### src/rtl/core/tnns_pkg.sv
`default_nettype none

package tnns_pkg;

  // tile geometry
  localparam int unsigned TILE_SIDE   = 16;
  localparam int unsigned SIDE_W      = $clog2(TILE_SIDE + 1);
  localparam int unsigned STORE_DEPTH = TILE_SIDE * TILE_SIDE;
  localparam int unsigned STORE_AW    = $clog2(STORE_DEPTH);
  localparam int unsigned COUNT_W     = $clog2(STORE_DEPTH + 1);

  // configuration register indexes
  localparam int unsigned CFG_IDX_W = 3;
  localparam logic [CFG_IDX_W-1:0] REG_NUMERATOR    = 3'd0;
  localparam logic [CFG_IDX_W-1:0] REG_DENOMINATOR  = 3'd1;
  localparam logic [CFG_IDX_W-1:0] REG_FRAME_WIDTH  = 3'd2;
  localparam logic [CFG_IDX_W-1:0] REG_FRAME_HEIGHT = 3'd3;
  localparam logic [CFG_IDX_W-1:0] REG_FRAME_LENGTH = 3'd4;

  typedef enum logic [1:0] {
    OP_BEGIN = 2'd0,
    OP_LOAD  = 2'd1,
    OP_TICK  = 2'd2,
    OP_NONE  = 2'd3
  } op_e;

  typedef struct packed {
    op_e         op;
    logic [15:0] left;
    logic [15:0] top;
    logic [15:0] right;
    logic [15:0] bottom;
    logic [7:0]  pixel;
  } cmd_t;

  typedef struct packed {
    logic [15:0] numerator;
    logic [15:0] denominator;
    logic [15:0] frame_width;
    logic [15:0] frame_height;
    logic [31:0] frame_length;
  } cfg_t;

  typedef struct packed {
    logic [31:0] address;
    logic [7:0]  value;
    logic        enable;
    logic        last;
  } res_t;

  typedef struct packed {
    logic        start;
    logic [31:0] dividend;
    logic [31:0] divisor;
  } div_req_t;

  typedef struct packed {
    logic        done;
    logic [31:0] quotient;
    logic [31:0] remainder;
  } div_rsp_t;

endpackage

`default_nettype wire

### src/rtl/core/tnns_front.sv
`default_nettype none

module tnns_front (
  input  logic           clk_i,
  input  logic           rst_ni,
  input  logic           push_i,
  output logic           full_o,
  input  logic [1:0]     operation_i,
  input  logic [15:0]    rect_left_i,
  input  logic [15:0]    rect_top_i,
  input  logic [15:0]    rect_right_i,
  input  logic [15:0]    rect_bottom_i,
  input  logic [7:0]     pixel_value_i,
  output logic           cmd_valid_o,
  output tnns_pkg::cmd_t cmd_o,
  input  logic           cmd_pop_i
);

  tnns_pkg::cmd_t q_q [2];
  tnns_pkg::cmd_t in_cmd;
  logic           wr_q;
  logic           rd_q;
  logic [1:0]     cnt_q;
  logic           accept;
  logic           keep;

  // classify the request, unused opcodes never enter the queue
  always_comb begin
    in_cmd.op     = tnns_pkg::op_e'(operation_i);
    in_cmd.left   = rect_left_i;
    in_cmd.top    = rect_top_i;
    in_cmd.right  = rect_right_i;
    in_cmd.bottom = rect_bottom_i;
    in_cmd.pixel  = pixel_value_i;
  end

  assign full_o      = (cnt_q == 2'd2);
  assign accept      = push_i && !full_o;
  assign keep        = accept && (in_cmd.op != tnns_pkg::OP_NONE);
  assign cmd_valid_o = (cnt_q != 2'd0);
  assign cmd_o       = q_q[rd_q];

  // two-entry command queue storage
  always_ff @(posedge clk_i) begin
    if (keep) begin
      q_q[wr_q] <= in_cmd;
    end
  end

  // queue pointers
  always_ff @(posedge clk_i or negedge rst_ni) begin
    if (!rst_ni) begin
      wr_q  <= 1'b0;
      rd_q  <= 1'b0;
      cnt_q <= 2'd0;
    end else begin
      if (keep) begin
        wr_q <= ~wr_q;
      end
      if (cmd_pop_i) begin
        rd_q <= ~rd_q;
      end
      unique case ({keep, cmd_pop_i})
        2'b10:   cnt_q <= cnt_q + 2'd1;
        2'b01:   cnt_q <= cnt_q - 2'd1;
        default: cnt_q <= cnt_q;
      endcase
    end
  end

endmodule

`default_nettype wire

### config.mk
export PLATFORM = sky130hd
export DESIGN_NAME = tnns_front
export DESIGN_NICKNAME = d
export VERILOG_FILES = /design/src/rtl/core/tnns_pkg.sv /design/src/rtl/core/tnns_front.sv
export SDC_FILE = /design/constraint.sdc
export NUM_CORES = 1
export LEC_CHECK = 0
export ABC_CLOCK_PERIOD_IN_PS = 12650
export BUFFER_PORTS_ARGS = -buffer_cell sky130_fd_sc_hd__buf_4
export CORE_UTILIZATION = 58
export CTS_BUF_LIST = sky130_fd_sc_hd__clkbuf_4
export CTS_CLUSTER_SIZE = 28
export DETAILED_ROUTE_END_ITERATION = 8
export HOLD_SLACK_MARGIN = 0.02
export PLACE_DENSITY_LB_ADDON = 0.2
export SYNTH_ARGS = -nofsm -noshare
export SYNTH_HDL_FRONTEND = slang
export SYNTH_SLANG_ARGS = --single-unit
### constraint.sdc
create_clock -name clk_i -period 12.65 [get_ports clk_i]
set_input_delay 2.53 -clock clk_i [delete_from_list [all_inputs] [get_ports clk_i]]
set_output_delay 2.53 -clock clk_i [all_outputs]
set_load 0.02 [all_outputs]
==> qor.csv <==
stage,metric,value,unit
status,status,"complete, no violations",
run,maxCapViolCount,0,
place,gp_congestion,0.710,
global_route,antenna_found_initial,0,
place,hpwl,6.56,mm
global_route,grt_overflow_total,0,
synthesis,yosys-top-cells-area,"edfxtp_1 (77%), mux2_4 (13%), mux2_2 (4.7%)",
die,row_count,35,
layout,postLayoutCellArea,7310,um2
synthesis,synth-edff-count,148,
die,start_util,61.0,%
layout,final_core_utilization,77.6,%
synthesis,post_syn_area_per_cell,23.1,um2
global_route,first_global_vias,2876,
clocking,cts_max_level,4,
global_route,grt_first_pass_wirelength,14.7,mm
worst_setup_path,cp-start-kind,register,
power,power.density_cell_area,218,nW/um2
synthesis,ys_seq_elements,152,
worst_setup_path,required,10120,ps
layout,n_fill_cell,548,
detailed_routing,drt.antenna.violating_nets,0,
detailed_routing,drt_iter0_markers,135,
detailed_routing,drt_pass1_iterations,4,
die,design.die.area,10300,um2
timing,period_share,40.5,%
power,ir_worst_vdd,133,uV
synthesis,synth_fp_nets,327,
clocking,cts_max_path_buffers,2,
clocking,cts_sinks,152,
worst_setup_path,critPathCaptureType,primary output,
detailed_routing,drc,0,
timing,tightest_slew,910,ps
synthesis,synth_top_cell_by_area,edfxtp_1,
timing,setup_tns,0,ps
timing,worst_hold_slack,500,ps
place,post_dp_cell_area,7020,um2
worst_setup_path,crit_arrival,2590,ps
clocking,cts.reportedPaths.clkPinSlew,120,ps
timing,final_hold_viol_count,0,
timing,max_freq,0.195,GHz
timing,finalSetupViolations,0,
timing,worst_clock_skew,20.1,ps
clocking,postCtsHoldBufs,0,
synthesis,synth.cell_area,5740,um2
synthesis,synth_common_cells,"edfxtp_1 (148), mux2_4 (50), mux2_2 (24), buf_6 (6), dfrtp_1 (4)",
layout,finalNonFillerCells,558,
synthesis,post_synth_num_cell_types,15,
layout,layout-drive-gt1-share,62.2,%
detailed_routing,routed_wire_length_per_instance,17.7,um
detailed_routing,postRouteWirelength,9.87,mm
die,floorplan.die.width,101,um
synthesis,ys_dominant_reg_cell,edfxtp_1,
timing,grt_setup_unrepaired,no,
clocking,tritoncts_clock_tree,done,
synthesis,synth-warning-count,0,
die,floorplan.io_pins,154,
clocking,cts_repair_resize_count,0,
clocking,insertion_delay,520,ps
die,core,9420,um2
place,numPortBuffers,153,
worst_setup_path,timing.setup.critical_path_class,register to primary output,
global_route,grt_max_degree,55,
synthesis,synth_cells,248,
layout,antenna_cells_inserted,0,
worst_setup_path,crit_fanout,54,
detailed_routing,vias,2820,
clocking,clockRootBuffer,clkbuf_4,
layout,areaGrowthSynthToFinish,27.3,%
synthesis,synth_seq_area_share,79.2,%
place,numPlacedInstances,526,
clocking,post_cts_setup_buffer_count,0,
timing,slew_violations,0,
min_path,worstHoldPathType,register to register,
global_route,aggregate_global_route_resource_usage,20.3,%
detailed_routing,routed_via_density,5.05,
synthesis,post-synth-top-area-fraction,77.4,%
synthesis,synth-async-reset-ratio,2.63,%
timing,slew-limit-headroom,39.3,%
die,chipHeight,101,um
clocking,numCtsBuffers,17,
power,p_leak,2.86,nW
synthesis,cell_with_the_most_instances_after_synthesis,edfxtp_1,
timing,finalWorstPathRequiredPeriod,5120,ps
layout,nNetsFinal,495,
==> logic make-up after synthesis <==
kind of cell / after synthesis / synth area share, %
xor gates and xnor gates: 5 / 0.763
adders and majority gates: 1 / 0.218
muxes: 74 / 17.8
buffers and inverters: 9 / 1.42
and+or+nand+nor: 7 / 0.654
DFF: 152 / 79.2
==> layout make-up <==
| cell class | count | area [um2] | area share, % |
|---|---|---|---|
| flip-flops and latches | 152 | 4550 | 62.2 |
| repair buffers | 157 | 1180 | 16.1 |
| clock inverters | 13 | 145 | 1.99 |
| multi-input cells | 87 | 1130 | 15.5 |
| clock buffers | 19 | 143 | 1.95 |
| well taps | 129 | 161 | 2.21 |
| inverters | 1 | 3.75 | 0.0514 |
==> worst paths after layout <==
path                       startpoint    endpoint  slack, ps  cells past startpoint
setup / recovery                 rd_q   cmd_o[68]       7530                      3
max in group asynchronous      rst_ni        rd_q      10730                      1
hold / removal               cnt_q[1]    cnt_q[1]        500                      1
hold reg to reg              cnt_q[1]    cnt_q[1]        500                      1
min in group asynchronous      rst_ni        wr_q       1780                      1
setup reg to reg             cnt_q[1]  q_q[1][33]      10050                      4
==> report_power, final <==
group,switching [W],leakage [nW],internal (W)
Combinational,0.000302,1.31,0.000297
Sequential,0.0000428,1.41,0.000660
Clock,0.000170,0.141,0.000124
Total,0.000515,2.86,0.00108
==> cells in the final DEF (no fill, tap or decap), drive strengths merged <==
cell type	count
or2	1
edfxtp	148
clkinvlp	5
mux2	74
bufinv	2
nor2b	1
xnor2	3
inv	6
clkbuf	19
nand3b	1
nand2	1
dfrtp	4
buf	157
xor2	2
ha	1
nor2	3
clkinv	1
==> critical path, cell delays in order, from the launching register on <==
cell and delay, ps:
dfrtp_4 690, buf_4 750, mux2_2 420, buf_4 160
==> metal layers <==
layer	share of wire [%]	vias to the layer above	GRT usage, %
met2	52	110	33.4
met1	38	1375	23.4
li1	-	1317	-
met3	7.9	18	8.21
met5	0	-	0
met4	2.1	0	9.36
==> registers in the layout (all words and copies together) (netlist names) <==
name	count
q_q	148
wr_q	1
rd_q	1
cnt_q	2
==> metrics by stage <==
step / power, W / setup WS [ps]
finish: 0.00160 / 7530
global route: 0.00167 / 7370
floorplan: 0.00112 / 6300
global placement: 0.00131 / 7990
CTS: 0.00161 / 7450
detailed placement: 0.00132 / 7950
No activity file was read; power rests on OpenSTA's default activity.
